`src/rtl/differential_pid_duty_controller_macros.svh`:
```
// ----------------------------------------------------------------------------
// differential pid duty controller - assertion macros
// shared concurrent assertion forms, clocked and reset-qualified
// ----------------------------------------------------------------------------
`ifndef DIFFERENTIAL_PID_DUTY_CONTROLLER_MACROS_SVH
`define DIFFERENTIAL_PID_DUTY_CONTROLLER_MACROS_SVH

// same-cycle implication
`define DPDC_ASSERT_NOW(label, clk, rst, ante, cons, msg) \
   label: assert property (@(posedge clk) disable iff (rst) (ante) |-> (cons)) \
      else $error(msg);

// next-cycle implication
`define DPDC_ASSERT_NEXT(label, clk, rst, ante, cons, msg) \
   label: assert property (@(posedge clk) disable iff (rst) (ante) |=> (cons)) \
      else $error(msg);

`endif

```
`src/rtl/dpdc_pkg.sv`:
```
// ----------------------------------------------------------------------------
// dpdc_pkg
// types, register indexes, reset values and the duty clamp
// ----------------------------------------------------------------------------
`default_nettype none

package dpdc_pkg;

   localparam int ERR_W       = 8;
   localparam int VAL_W       = ERR_W + 1;      // error, integral and difference
   localparam int GAIN_W      = 16;
   localparam int DUTY_W      = 16;
   localparam int FRAC_BITS   = 10;
   localparam int PROD_W      = GAIN_W + 1 + VAL_W;
   localparam int TOTAL_W     = PROD_W + 2;
   localparam int CORR_W      = 16;
   localparam int WIDE_W      = DUTY_W + 2;
   localparam int REG_COUNT   = 8;
   localparam int CSR_INDEX_W = $clog2(REG_COUNT);
   localparam int CSR_DATA_W  = 16;

   localparam logic [CSR_INDEX_W-1:0] REG_GAIN_P_LEFT  = CSR_INDEX_W'(0);
   localparam logic [CSR_INDEX_W-1:0] REG_GAIN_I_LEFT  = CSR_INDEX_W'(1);
   localparam logic [CSR_INDEX_W-1:0] REG_GAIN_D_LEFT  = CSR_INDEX_W'(2);
   localparam logic [CSR_INDEX_W-1:0] REG_GAIN_P_RIGHT = CSR_INDEX_W'(3);
   localparam logic [CSR_INDEX_W-1:0] REG_GAIN_I_RIGHT = CSR_INDEX_W'(4);
   localparam logic [CSR_INDEX_W-1:0] REG_GAIN_D_RIGHT = CSR_INDEX_W'(5);
   localparam logic [CSR_INDEX_W-1:0] REG_BASE_SPEED   = CSR_INDEX_W'(6);
   localparam logic [CSR_INDEX_W-1:0] REG_MAX_SPEED    = CSR_INDEX_W'(7);

   localparam logic [GAIN_W-1:0] RST_GAIN_P = 16'd1229;   // about 1.2 in q6.10
   localparam logic [GAIN_W-1:0] RST_GAIN_I = 16'd0;
   localparam logic [GAIN_W-1:0] RST_GAIN_D = 16'd10240;  // 10.0 in q6.10
   localparam logic [DUTY_W-1:0] RST_BASE   = 16'd0;
   localparam logic [DUTY_W-1:0] RST_MAX    = 16'hFFFF;

   typedef struct packed {
      logic [GAIN_W-1:0] p;
      logic [GAIN_W-1:0] i;
      logic [GAIN_W-1:0] d;
   } gain_set_type;

   typedef struct packed {
      gain_set_type      left;
      gain_set_type      right;
      logic [DUTY_W-1:0] base_speed;
      logic [DUTY_W-1:0] max_speed;
   } csr_type;

   // above max gives max, at or below zero gives one
   function automatic logic [DUTY_W-1:0] clamp_duty(
      input logic signed [WIDE_W-1:0] duty,
      input logic        [DUTY_W-1:0] max_speed
   );
      logic signed [WIDE_W-1:0] max_wide;
      max_wide = $signed({2'b00, max_speed});
      if (duty > max_wide) begin
         return max_speed;
      end else if (duty <= $signed(WIDE_W'(0))) begin
         return DUTY_W'(1);
      end else begin
         return duty[DUTY_W-1:0];
      end
   endfunction

endpackage

`default_nettype wire

```
`src/rtl/dpdc_ifs.sv`:
```
// ----------------------------------------------------------------------------
// dpdc request and response channels
// valid/ready channels carrying the position error and the duty pair
// ----------------------------------------------------------------------------
`default_nettype none

interface dpdc_req_if;
   import dpdc_pkg::*;

   logic                    valid;
   logic                    ready;
   logic signed [ERR_W-1:0] position_error;

   modport source (output valid, output position_error, input ready);
   modport sink   (input valid, input position_error, output ready);
endinterface

interface dpdc_rsp_if;
   import dpdc_pkg::*;

   logic              valid;
   logic              ready;
   logic [DUTY_W-1:0] duty_left;
   logic [DUTY_W-1:0] duty_right;

   modport source (output valid, output duty_left, output duty_right, input ready);
   modport sink   (input valid, input duty_left, input duty_right, output ready);
endinterface

`default_nettype wire

```
`src/rtl/differential_pid_duty_controller.sv`:
```
// ----------------------------------------------------------------------------
// differential_pid_duty_controller
// line-following pid with separate left and right gains, clamped duties
// ----------------------------------------------------------------------------
`default_nettype none
`include "differential_pid_duty_controller_macros.svh"

// Each request carries one signed 8-bit position error. On acceptance the
// wrapping 8-bit integral and the previous error are updated, and the error,
// the new integral and the difference against the previous error are
// captured in the input register. From there one pass of combinational logic
// forms the three gain products for each side, sums them, truncates the q.10
// total toward zero, forms base + left correction and base - right
// correction, clamps each to 1..max_speed and loads the response register.
// A request accepted at one clock edge passes through the input register and
// then the response register before its duties appear on rsp_chan. One
// request is accepted every cycle for as long as responses are taken; that
// rate is set by the two register stages (input and response), each of which
// advances whenever the stage after it is empty or moving. Up to two
// requests are in flight, so a request is still taken while a finished
// response waits. Registers must be written through the csr port only while
// the block is empty; the block itself does not enforce it.

module differential_pid_duty_controller (
   input  logic                              clock,
   input  logic                              reset,
   dpdc_req_if.sink                          req_chan,
   dpdc_rsp_if.source                        rsp_chan,
   input  logic                              csr_write_enable,
   input  logic [dpdc_pkg::CSR_INDEX_W-1:0]  csr_index,
   input  logic [dpdc_pkg::CSR_DATA_W-1:0]   csr_write_data
);
   import dpdc_pkg::*;

   csr_type csr;

   // controller state
   logic signed [ERR_W-1:0] error_sum_ff, error_sum_in;
   logic signed [ERR_W-1:0] prev_error_ff, prev_error_in;

   // input register stage
   logic                    a_vld_ff, a_vld_in;
   logic signed [VAL_W-1:0] a_err_ff, a_sum_ff, a_diff_ff;
   logic signed [VAL_W-1:0] a_diff_in;

   // per-side corrections, straight from the input register
   logic signed [CORR_W-1:0] corr_left, corr_right;

   // response register
   logic                    out_vld_ff, out_vld_in;
   logic [DUTY_W-1:0]       duty_left_ff, duty_right_ff;
   logic signed [WIDE_W-1:0] raw_left, raw_right;

   // stage advance, back to front
   logic adv_a, adv_rsp;
   logic req_fire;

   assign adv_rsp  = !out_vld_ff || rsp_chan.ready;
   assign adv_a    = !a_vld_ff || adv_rsp;
   assign req_fire = req_chan.valid && adv_a;

   assign req_chan.ready = adv_a;

   dpdc_csr u_csr (
      .clock            (clock),
      .reset            (reset),
      .csr_write_enable (csr_write_enable),
      .csr_index        (csr_index),
      .csr_write_data   (csr_write_data),
      .csr              (csr)
   );

   // integral wraps modulo 256, difference needs the ninth bit
   assign error_sum_in  = req_fire ? error_sum_ff + req_chan.position_error : error_sum_ff;
   assign prev_error_in = req_fire ? req_chan.position_error : prev_error_ff;
   assign a_diff_in     = VAL_W'(req_chan.position_error) - VAL_W'(prev_error_ff);
   assign a_vld_in      = adv_a ? req_fire : a_vld_ff;

   always_ff @(posedge clock) begin
      if (reset) begin
         error_sum_ff  <= '0;
         prev_error_ff <= '0;
         a_vld_ff      <= 1'b0;
      end else begin
         error_sum_ff  <= error_sum_in;
         prev_error_ff <= prev_error_in;
         a_vld_ff      <= a_vld_in;
      end
   end

   always_ff @(posedge clock) begin
      if (req_fire) begin
         a_err_ff  <= VAL_W'(req_chan.position_error);
         a_sum_ff  <= VAL_W'(error_sum_in);
         a_diff_ff <= a_diff_in;
      end
   end

   dpdc_side u_side_left (
      .gains      (csr.left),
      .err        (a_err_ff),
      .err_sum    (a_sum_ff),
      .err_diff   (a_diff_ff),
      .correction (corr_left)
   );

   dpdc_side u_side_right (
      .gains      (csr.right),
      .err        (a_err_ff),
      .err_sum    (a_sum_ff),
      .err_diff   (a_diff_ff),
      .correction (corr_right)
   );

   // left adds its correction, right subtracts its own
   assign raw_left  = $signed({2'b00, csr.base_speed}) + WIDE_W'(corr_left);
   assign raw_right = $signed({2'b00, csr.base_speed}) - WIDE_W'(corr_right);

   assign out_vld_in = adv_rsp ? a_vld_ff : out_vld_ff;

   always_ff @(posedge clock) begin
      if (reset) begin
         out_vld_ff <= 1'b0;
      end else begin
         out_vld_ff <= out_vld_in;
      end
   end

   always_ff @(posedge clock) begin
      if (adv_rsp && a_vld_ff) begin
         duty_left_ff  <= clamp_duty(raw_left, csr.max_speed);
         duty_right_ff <= clamp_duty(raw_right, csr.max_speed);
      end
   end

   assign rsp_chan.valid      = out_vld_ff;
   assign rsp_chan.duty_left  = duty_left_ff;
   assign rsp_chan.duty_right = duty_right_ff;

   // checks

   `DPDC_ASSERT_NEXT(a_state_hold, clock, reset, !req_fire,
      $stable(error_sum_ff) && $stable(prev_error_ff), "controller state moved without a request")

   `DPDC_ASSERT_NEXT(a_input_to_rsp, clock, reset, a_vld_ff && adv_rsp, out_vld_ff,
      "input register request did not reach the response register")

   `DPDC_ASSERT_NEXT(a_rsp_hold, clock, reset, out_vld_ff && !rsp_chan.ready,
      out_vld_ff && $stable(duty_left_ff) && $stable(duty_right_ff), "waiting response changed")

   `DPDC_ASSERT_NOW(a_duty_nonzero, clock, reset, out_vld_ff && csr.max_speed != '0,
      duty_left_ff != '0 && duty_right_ff != '0, "clamped duty is zero")

   `DPDC_ASSERT_NOW(a_duty_limit, clock, reset, out_vld_ff && csr.max_speed != '0,
      duty_left_ff <= csr.max_speed && duty_right_ff <= csr.max_speed,
      "clamped duty above max_speed")

endmodule

`default_nettype wire

```
`src/rtl/dpdc_csr.sv`:
```
// ----------------------------------------------------------------------------
// dpdc_csr
// gain, base and limit registers behind the plain write port
// ----------------------------------------------------------------------------
`default_nettype none

module dpdc_csr (
   input  logic                              clock,
   input  logic                              reset,
   input  logic                              csr_write_enable,
   input  logic [dpdc_pkg::CSR_INDEX_W-1:0]  csr_index,
   input  logic [dpdc_pkg::CSR_DATA_W-1:0]   csr_write_data,
   output dpdc_pkg::csr_type                 csr
);
   import dpdc_pkg::*;

   csr_type csr_ff;
   csr_type csr_in;

   always_comb begin
      csr_in = csr_ff;
      if (csr_write_enable) begin
         case (csr_index)
            REG_GAIN_P_LEFT:  csr_in.left.p     = csr_write_data;
            REG_GAIN_I_LEFT:  csr_in.left.i     = csr_write_data;
            REG_GAIN_D_LEFT:  csr_in.left.d     = csr_write_data;
            REG_GAIN_P_RIGHT: csr_in.right.p    = csr_write_data;
            REG_GAIN_I_RIGHT: csr_in.right.i    = csr_write_data;
            REG_GAIN_D_RIGHT: csr_in.right.d    = csr_write_data;
            REG_BASE_SPEED:   csr_in.base_speed = csr_write_data;
            REG_MAX_SPEED:    csr_in.max_speed  = csr_write_data;
            default:          csr_in            = csr_ff;
         endcase
      end
   end

   always_ff @(posedge clock) begin
      if (reset) begin
         csr_ff.left.p     <= RST_GAIN_P;
         csr_ff.left.i     <= RST_GAIN_I;
         csr_ff.left.d     <= RST_GAIN_D;
         csr_ff.right.p    <= RST_GAIN_P;
         csr_ff.right.i    <= RST_GAIN_I;
         csr_ff.right.d    <= RST_GAIN_D;
         csr_ff.base_speed <= RST_BASE;
         csr_ff.max_speed  <= RST_MAX;
      end else begin
         csr_ff <= csr_in;
      end
   end

   assign csr = csr_ff;

endmodule

`default_nettype wire

```
`src/rtl/dpdc_side.sv`:
```
// ----------------------------------------------------------------------------
// dpdc_side
// one motor side: p, i and d products, summed and truncated toward zero
// into an integer correction
// ----------------------------------------------------------------------------
`default_nettype none

module dpdc_side (
   input  dpdc_pkg::gain_set_type                   gains,
   input  logic signed [dpdc_pkg::VAL_W-1:0]        err,
   input  logic signed [dpdc_pkg::VAL_W-1:0]        err_sum,
   input  logic signed [dpdc_pkg::VAL_W-1:0]        err_diff,
   output logic signed [dpdc_pkg::CORR_W-1:0]       correction
);
   import dpdc_pkg::*;

   logic signed [PROD_W-1:0]  prod_p, prod_i, prod_d;
   logic signed [TOTAL_W-1:0] total;
   logic signed [TOTAL_W-1:0] total_bias;
   logic signed [TOTAL_W-1:0] total_shift;

   // gains are unsigned, widened by a zero so the multiply stays signed
   assign prod_p = $signed({1'b0, gains.p}) * err;
   assign prod_i = $signed({1'b0, gains.i}) * err_sum;
   assign prod_d = $signed({1'b0, gains.d}) * err_diff;

   assign total = TOTAL_W'(prod_p) + TOTAL_W'(prod_i) + TOTAL_W'(prod_d);

   // negative totals get a bias of one below the divisor so the shift rounds to zero
   assign total_bias  = total[TOTAL_W-1]
                      ? total + $signed(TOTAL_W'((1 << FRAC_BITS) - 1))
                      : total;
   assign total_shift = total_bias >>> FRAC_BITS;
   assign correction  = total_shift[CORR_W-1:0];

endmodule

`default_nettype wire

```
`src/flat_wrapper.sv`:
```
// flat-port wrapper written by rule: the top's interface ports become plain ports
module differential_pid_duty_controller_flat import dpdc_pkg::*;
  (clock, reset, csr_write_enable, csr_index, csr_write_data, req_chan_valid, req_chan_position_error, req_chan_ready, rsp_chan_valid, rsp_chan_duty_left, rsp_chan_duty_right, rsp_chan_ready);
  dpdc_req_if req_chan_i ();
  dpdc_rsp_if rsp_chan_i ();
  input  logic clock;
  input  logic reset;
  input  logic csr_write_enable;
  input  logic [dpdc_pkg::CSR_INDEX_W-1:0] csr_index;
  input  logic [dpdc_pkg::CSR_DATA_W-1:0] csr_write_data;
  input wire logic [$bits(req_chan_i.valid)-1:0] req_chan_valid;
  input wire logic [$bits(req_chan_i.position_error)-1:0] req_chan_position_error;
  output wire logic [$bits(req_chan_i.ready)-1:0] req_chan_ready;
  output wire logic [$bits(rsp_chan_i.valid)-1:0] rsp_chan_valid;
  output wire logic [$bits(rsp_chan_i.duty_left)-1:0] rsp_chan_duty_left;
  output wire logic [$bits(rsp_chan_i.duty_right)-1:0] rsp_chan_duty_right;
  input wire logic [$bits(rsp_chan_i.ready)-1:0] rsp_chan_ready;
  assign req_chan_i.valid = req_chan_valid;
  assign req_chan_i.position_error = req_chan_position_error;
  assign req_chan_ready = req_chan_i.ready;
  assign rsp_chan_valid = rsp_chan_i.valid;
  assign rsp_chan_duty_left = rsp_chan_i.duty_left;
  assign rsp_chan_duty_right = rsp_chan_i.duty_right;
  assign rsp_chan_i.ready = rsp_chan_ready;
  differential_pid_duty_controller u_core (.clock(clock), .reset(reset), .req_chan(req_chan_i), .rsp_chan(rsp_chan_i), .csr_write_enable(csr_write_enable), .csr_index(csr_index), .csr_write_data(csr_write_data));
endmodule
```
`config.mk`:
```
export PLATFORM = sky130hd
export DESIGN_NAME = differential_pid_duty_controller_flat
export DESIGN_NICKNAME = d
export VERILOG_FILES = /design/src/rtl/dpdc_pkg.sv /design/src/rtl/dpdc_ifs.sv /design/src/rtl/differential_pid_duty_controller.sv /design/src/rtl/dpdc_csr.sv /design/src/rtl/dpdc_side.sv /design/src/flat_wrapper.sv
export VERILOG_INCLUDE_DIRS = /design/src /design/src/rtl
export SDC_FILE = /design/constraint.sdc
export NUM_CORES = 2
export LEC_CHECK = 0
export BUFFER_PORTS_ARGS = -buffer_cell sky130_fd_sc_hd__buf_2
export CELL_PAD_IN_SITES_DETAIL_PLACEMENT = 1
export CELL_PAD_IN_SITES_GLOBAL_PLACEMENT = 2
export CORE_MARGIN = 8
export CORE_UTILIZATION = 46
export CTS_BUF_LIST = sky130_fd_sc_hd__clkbuf_16
export DETAILED_ROUTE_END_ITERATION = 8
export GPL_ROUTABILITY_DRIVEN = 1
export GPL_TIMING_DRIVEN = 0
export PLACE_DENSITY_LB_ADDON = 0.1
export REMOVE_ABC_BUFFERS = 1
export SLEW_MARGIN = 20
export SYNTH_ARGS = -nofsm -noshare
export SYNTH_HDL_FRONTEND = slang
export SYNTH_SLANG_ARGS = --single-unit
```
`constraint.sdc`:
```
create_clock -name clock -period 18.85 [get_ports clock]
set_clock_uncertainty 0.1 [all_clocks]
set_input_delay 1.885 -clock clock [delete_from_list [all_inputs] [get_ports clock]]
set_output_delay 1.885 -clock clock [all_outputs]
set_load 0.01 [all_outputs]
```
# Yosys cells after proc, flatten, opt, wreduce, memory -nomap -nowiden
# Cells that the tools add are included.
[totals]
regBits = 203
in_bits = 32
output_inout_bits = 34
word_cells = 66
[classes]
add_sub_neg = 10
multipliers = 6
order_cmp = 4
eq_ne = 7
muxes = 7
reduce_logical = 15
[ops]
columns = ["op", "count"]
rows = [
  ["multiplier 17 x 8 -> 25 bit", 4],
  ["two-way mux 16 bit", 4],
  ["adder 26 x 26 -> 27 bit", 2],
  ["adder 25 x 25 -> 26 bit", 2],
  ["adder 26 x 11 -> 26 bit (second input constant)", 2],
  ["multiplier 17 x 9 -> 26 bit", 2],
  ["two-way mux 26 bit", 2],
  ["greater-than comparator 18 x 17 -> 1 bit", 2],
  ["<= comparator 18 x 1 -> 1 bit (second input constant)", 2],
  ["adder 17 x 16 -> 18 bit", 1],
  ["subtractor 17 x 16 -> 18 bit", 1],
  ["AND reduction 2 bit", 8],
  ["equality test 3 bit (second input constant)", 4],
  ["subtractor 8 x 8 -> 9 bit", 1],
  ["adder 8 bit", 1],
  ["two-way mux 8 bit", 1],
  ["equality test 3 x 2 -> 1 bit (second input constant)", 2],
  ["equality test 3 x 1 -> 1 bit (second input constant)", 1],
  ["zero test 3 bit", 1],
  ["logical AND 1 bit", 2],
  ["zero test 1 bit", 2],
  ["logical OR 1 bit", 2],
]

# Depth between registers and ports, before layout
[logic_depth]
depth_word = 9
mapped_depth = 49
depth_no_buf = 45

# Modules after synthesis
# Synthesis repeated with hierarchy kept, for this count alone.
[hier_totals]
cells_unflattened = 4447
hier_area_um2 = 40889.2
[by_module_without_submodules]
columns = ["module", "instances", "cells_each", "area_each_um2", "seq_area_each_um2"]
rows = [
  ["dpdc_side at u_core.u_side_right", 1, 1656, 14926.8, 0.0],
  ["dpdc_side at u_core.u_side_left", 1, 1666, 14899.3, 0.0],
  ["differential_pid_duty_controller", 1, 662, 6047.0, 2072.0],
  ["dpdc_csr", 1, 463, 5016.1, 2562.5],
]

# Worst setup path after synthesis
# Ideal clock, no wire load.
[synth_path]
path_kind = "register to register"
startpoint = "register, netlist name u_core.a_err_ff[7]"
endpoint = "register u_core.duty_right_ff[12], in the netlist u_core.rsp_chan.duty_right[12] (data pin)"
setup_ns = 0.257
arrival_time_ns = 10.581
required_time_ns = 18.493
setup_slack_ns = 7.912
stages_incl_launch_ff = 46
path_buffers = 3
period_less_slack_ns = 10.938
cell_sequence = "edfxtp_1 clkinv_1 buf_1 nor2_1 fa_1 fa_1 inv_1 fa_1 fa_1 inv_1 fa_1 fa_1 inv_1 fa_1 inv_1 ha_1 o21a_1 o21ai_0 [10 not listed] or2_2 o31ai_1 a21oi_1 and2_1 o21a_1 nor2_1 xnor2_1 ha_1 nor2b_1 o21ai_0 nand2b_1 a221oi_1 a41o_1 buf_1 a21boi_0 mux2_2 buf_2 a32o_1"
[synth_between]
elab_chain_cells = 9
word_cells_on_any_way = 10
classes_between = "4 x add/sub; 1 x mul; 2 x order compare; 3 x mux"
[synth_rtl]
columns = ["element", "line_no", "rtl"]
rows = [
  ["multiplier 17 x 8 -> 25 bit (*)", "dpdc_side.sv:23", "assign prod_p = $signed({1'b0, gains.p}) * err;"],
  ["adder 25 x 25 -> 26 bit (*)", "dpdc_side.sv:27", "assign total = TOTAL_W'(prod_p) + TOTAL_W'(prod_i) + TOTAL_W'(prod_d);"],
  ["adder 26 x 26 -> 27 bit (*)", "dpdc_side.sv:27", ""],
  ["adder 26 x 11 -> 26 bit", "dpdc_side.sv:31", "? total + $signed(TOTAL_W'((1 << FRAC_BITS) - 1))"],
  ["two-way mux 26 bit (*)", "dpdc_side.sv:31", ""],
  ["subtractor 17 x 16 -> 18 bit (*)", "differential_pid_duty_controller.sv:117", "assign raw_right = $signed({2'b00, csr.base_speed}) - WIDE_W'(corr_right);"],
  ["<= comparator 18 x 1 -> 1 bit", "dpdc_pkg.sv:59", "end else if (duty <= $signed(WIDE_W'(0))) begin"],
  ["two-way mux 16 bit", "dpdc_pkg.sv:59", ""],
  ["two-way mux 16 bit (*)", "dpdc_pkg.sv:57", "if (duty > max_wide) begin"],
  ["end signal: assignment", "differential_pid_duty_controller.sv:132", "duty_right_ff <= clamp_duty(raw_right, csr.max_speed);"],
  ["end: declaration", "differential_pid_duty_controller.sv:51", "logic [DUTY_W-1:0] duty_left_ff, duty_right_ff;"],
]
# Every way passes the cells marked *; elsewhere a longest branch is shown, timed or not.
# A chain may end at the register's enable or synchronous reset.

# Worst setup path in the final report
[layout_path]
startpoint = "register, netlist name u_core.a_err_ff[7]"
endpoint = "register u_core.duty_left_ff[0], in the netlist u_core.rsp_chan.duty_left[0] (data pin)"
[layout_between]
elab_chain_cells = 9
word_cells_on_any_way = 10
classes_between = "4 x add/sub; 1 x mul; 2 x order compare; 3 x mux"
[layout_rtl]
columns = ["element", "line_no", "rtl"]
rows = [
  ["multiplier 17 x 8 -> 25 bit (*)", "dpdc_side.sv:23", ""],
  ["adder 25 x 25 -> 26 bit (*)", "dpdc_side.sv:27", ""],
  ["adder 26 x 26 -> 27 bit (*)", "dpdc_side.sv:27", ""],
  ["adder 26 x 11 -> 26 bit", "dpdc_side.sv:31", ""],
  ["two-way mux 26 bit (*)", "dpdc_side.sv:31", ""],
  ["adder 17 x 16 -> 18 bit (*)", "differential_pid_duty_controller.sv:116", "assign raw_left = $signed({2'b00, csr.base_speed}) + WIDE_W'(corr_left);"],
  ["<= comparator 18 x 1 -> 1 bit", "dpdc_pkg.sv:59", ""],
  ["two-way mux 16 bit", "dpdc_pkg.sv:59", ""],
  ["two-way mux 16 bit (*)", "dpdc_pkg.sv:57", ""],
  ["end signal: assignment", "differential_pid_duty_controller.sv:131", "duty_left_ff <= clamp_duty(raw_left, csr.max_speed);"],
  ["end: declaration", "differential_pid_duty_controller.sv:51", ""],
]
# Marked as above.

==> results.cfg <==
[outcome]
outcome = completed

[critical_path]
crit_end = u_core.rsp_chan.duty_left[0]$_DFFE_PP_
critical_path.endpoint_type = flip-flop
crit_required_ps = 19030
cp_max_fo = 20
critPathMostFrequentCell = sky130_fd_sc_hd__fa_1
ff2ff_path_depth = 41
critical_path.startpoint = u_core.a_err_ff[7]$_DFFE_PP_
cp_slowest_cell = sky130_fd_sc_hd__edfxtp_1
worstReg2RegEnd = u_core.rsp_chan.duty_left[0]$_DFFE_PP_
timing.critical_path.slowest_cell_delay_ps = 810
critical_path_class = flip-flop to flip-flop
r2r_start = u_core.a_err_ff[7]$_DFFE_PP_
reg2reg_slack_ps = 3830
cp.arrival_ps = 15200
kind_of_start_point_of_the_critical_path = flip-flop

[clocking]
clk_latency_ps = 590
cts_setup_buffers = 0
clkSinkCount = 203
count_of_instances_resized_after_the_clock_tree_is_built = 0
hold_buffers = 0
cts-root-to-sink-buffers = 3
reg_clk_slew_reported_paths_ps = 60
cts_tree = done
cts.htree.levels = 1
cts_root_buffer = sky130_fd_sc_hd__clkbuf_16
numCtsBuffers = 27

[place]
detailed_place_hpwl_mm = 93.11
numPortBuffers = 65
gp_congestion = 0.8388
place_inst = 5144
setup_slack_after_placement_ps = 4185

[drt]
postRouteAntennaNets = 0
route.final.wire_length_mm = 109.8
avgViaCountPerCell = 5.312
drt_first_pass_iters = 5
via_count = 27600
drtIter0Drc = 1610
drt_drc_violations_left = 0
post_drt_wl_per_cell_um = 21.13

[logic_synthesis]
post_synth_edffs = 57
yosys.cell_types.count = 83
synth.cell_area_mm2 = 0.03736
ys_async_sr_fraction = 0
synthCells = 4174
yosysWarnings = 0
ys.flop_type = sky130_fd_sc_hd__dfxtp_1
synth-seq-area-share = 0.1241
synth-seq-cells = 203
syn_avg_cell_area_um2 = 8.950

[global_route]
grt_first_pass_wirelength_mm = 176.7
grt_antenna_before_repair = 1
vias_in_the_first_global_route = 30260
grtUsageTotal = 0.2492
grt-ovfl-total = 0
grt_max_degree = 80

[floorplanning]
chipHeight_um = 301.0
core_region_area_mm2 = 0.08042
die_w_um = 301.0
row_count = 104
floorplan.initialDensity = 0.4646
die_area_mm2 = 0.09059
top_level_ports = 66

[cells_and_area]
share_of_layout_cells_above_drive_strength_1 = 0.04718
finish.utilization = 0.4973
layout_commonest_cell = sky130_fd_sc_hd__inv_1
finish.net_count = 5192
final_cell_count_no_fill = 5197
layout.cells.most_common_list = 818 x sky130_fd_sc_hd__inv_1, 722 x sky130_fd_sc_hd__fa_1, 691 x sky130_fd_sc_hd__nand2_1
area_growth_syn_to_layout_pct = 7.054
fillCellCount = 9317

[timing]
final_setup_viols = 0
final_hold_violation_count = 0
fin_crit_ps = 15020
maxSlewHeadroom = 0.1505
timing.fmax_mhz = 66.59
worst_margin_pin_slew_ps = 1273
slew_violations = 0
setup_total_negative_slack_ps = 0
final_setup_margin_ps = 3832
post-route-period-util = 0.7967
rsz_0062_raised_after_global_routing = no

[min_path]
hp-class = flip-flop to flip-flop
worstHoldPathCells = 2

[run]
max_cap_viol_count = 0
[critical path, delay by kind of cell (launching register included)]
family                     cells  cell delay, ps
AOI/OAI and AO/OA             15            5440
adders and majority gates     10            4400
and+or+nand+nor                7            1650
buffers and inverters          6            1230
DFF                            1             810
xor gates and xnor gates       2             610
muxes                          1             420
[cells in the mapped netlist, drive strengths merged, types with 5 or more instances]
master / number / area share
a211oi: 12 / 0.0027
a21o: 42 / 0.0085
a21oi: 193 / 0.026
a22o: 16 / 0.0038
a31oi: 7 / 0.0012
a32o: 15 / 0.0040
and2: 357 / 0.060
and3: 15 / 0.0027
buf: 23 / 0.0029
clkbuf: 181 / 0.019
dfxtp: 146 / 0.078
edfxtp: 57 / 0.046
fa: 722 / 0.39
ha: 324 / 0.11
inv: 814 / 0.082
nand2: 691 / 0.069
nand2b: 61 / 0.010
nand3: 18 / 0.0024
nand3b: 33 / 0.0066
nand4: 13 / 0.0022
nor2: 110 / 0.011
nor2b: 29 / 0.0049
nor3: 20 / 0.0027
nor4: 5 / 0.0012
o211ai: 7 / 0.0014
o21a: 22 / 0.0044
o21ai: 49 / 0.0067
o21bai: 5 / 0.0010
or2: 7 / 0.0012
or4: 12 / 0.0027
xnor2: 60 / 0.014
xor2: 41 / 0.0098
[registers in the layout (all words and copies together) (netlist names)]
register,cells
u_core.rsp_chan.duty_left,16
u_core.a_err_ff,8
u_core.a_diff_ff,9
u_core.u_csr.csr,128
u_core.prev_error_ff,8
u_core.error_sum_ff,8
u_core.a_vld_ff,1
u_core.rsp_chan.valid,1
u_core.rsp_chan.duty_right,16
u_core.a_sum_ff,8
[logic make-up (layout without fill, tap and decap cells)]
group	Yosys count	in the layout	share of synthesized area
adders and majority gates	1046	1046	0.4954
muxes	5	5	0.001373
xor gates and xnor gates	101	101	0.02388
DFF	203	203	0.1241
AOI/OAI and AO/OA	416	416	0.07171
buffers and inverters	1019	978	0.1035
and+or+nand+nor	1384	1384	0.1801
other	0	4	0
[metal layers]
| metal | vias to the layer above | global-route usage | part of all wire |
|---|---|---|---|
| met1 | 14340 | 0.3628 | 0.46 |
| met2 | 571 | 0.3949 | 0.46 |
| met5 | - | 0 | 0 |
| met3 | 116 | 0.02242 | 0.045 |
| li1 | 12580 | - | - |
| met4 | 0 | 0.07231 | 0.032 |
[per-stage QoR]
step	cell area (um2)	hold WS (ps)
CTS	39960	357.9
detailed placement	39100	348.2
global route	39980	384.2
finish	39990	355.6
global placement	38200	346.0
floorplan	36550	330.3
[area by class of cell]
class	count	area, um2	share of cell area
sequential	203	4634	0.1159
inverter	815	3060	0.07652
tap	1060	1326	0.03316
antenna	4	10.01	0.0002503
clock inverter	21	181.4	0.004536
clock buffer	27	675.6	0.01689
multi-input combinational	2952	28910	0.7229
timing repair buffer	115	1195	0.02988
[how the worst min path moves through the flow]
stage	slack [ps]	end	startpoint
floorplan	330	u_core.prev_error_ff[2]$_SDFFE_PP0P_	u_core.prev_error_ff[2]$_SDFFE_PP0P_
global placement	350	u_core.prev_error_ff[7]$_SDFFE_PP0P_	u_core.prev_error_ff[7]$_SDFFE_PP0P_
detailed placement	350	u_core.prev_error_ff[6]$_SDFFE_PP0P_	u_core.prev_error_ff[6]$_SDFFE_PP0P_
CTS	360	u_core.prev_error_ff[4]$_SDFFE_PP0P_	u_core.prev_error_ff[4]$_SDFFE_PP0P_
global route	380	u_core.prev_error_ff[3]$_SDFFE_PP0P_	u_core.prev_error_ff[3]$_SDFFE_PP0P_
finish	360	u_core.prev_error_ff[3]$_SDFFE_PP0P_	u_core.prev_error_ff[3]$_SDFFE_PP0P_
Power is not shown: default switching activity piles up to over one toggle a cycle in this logic, so the estimate is an artifact.
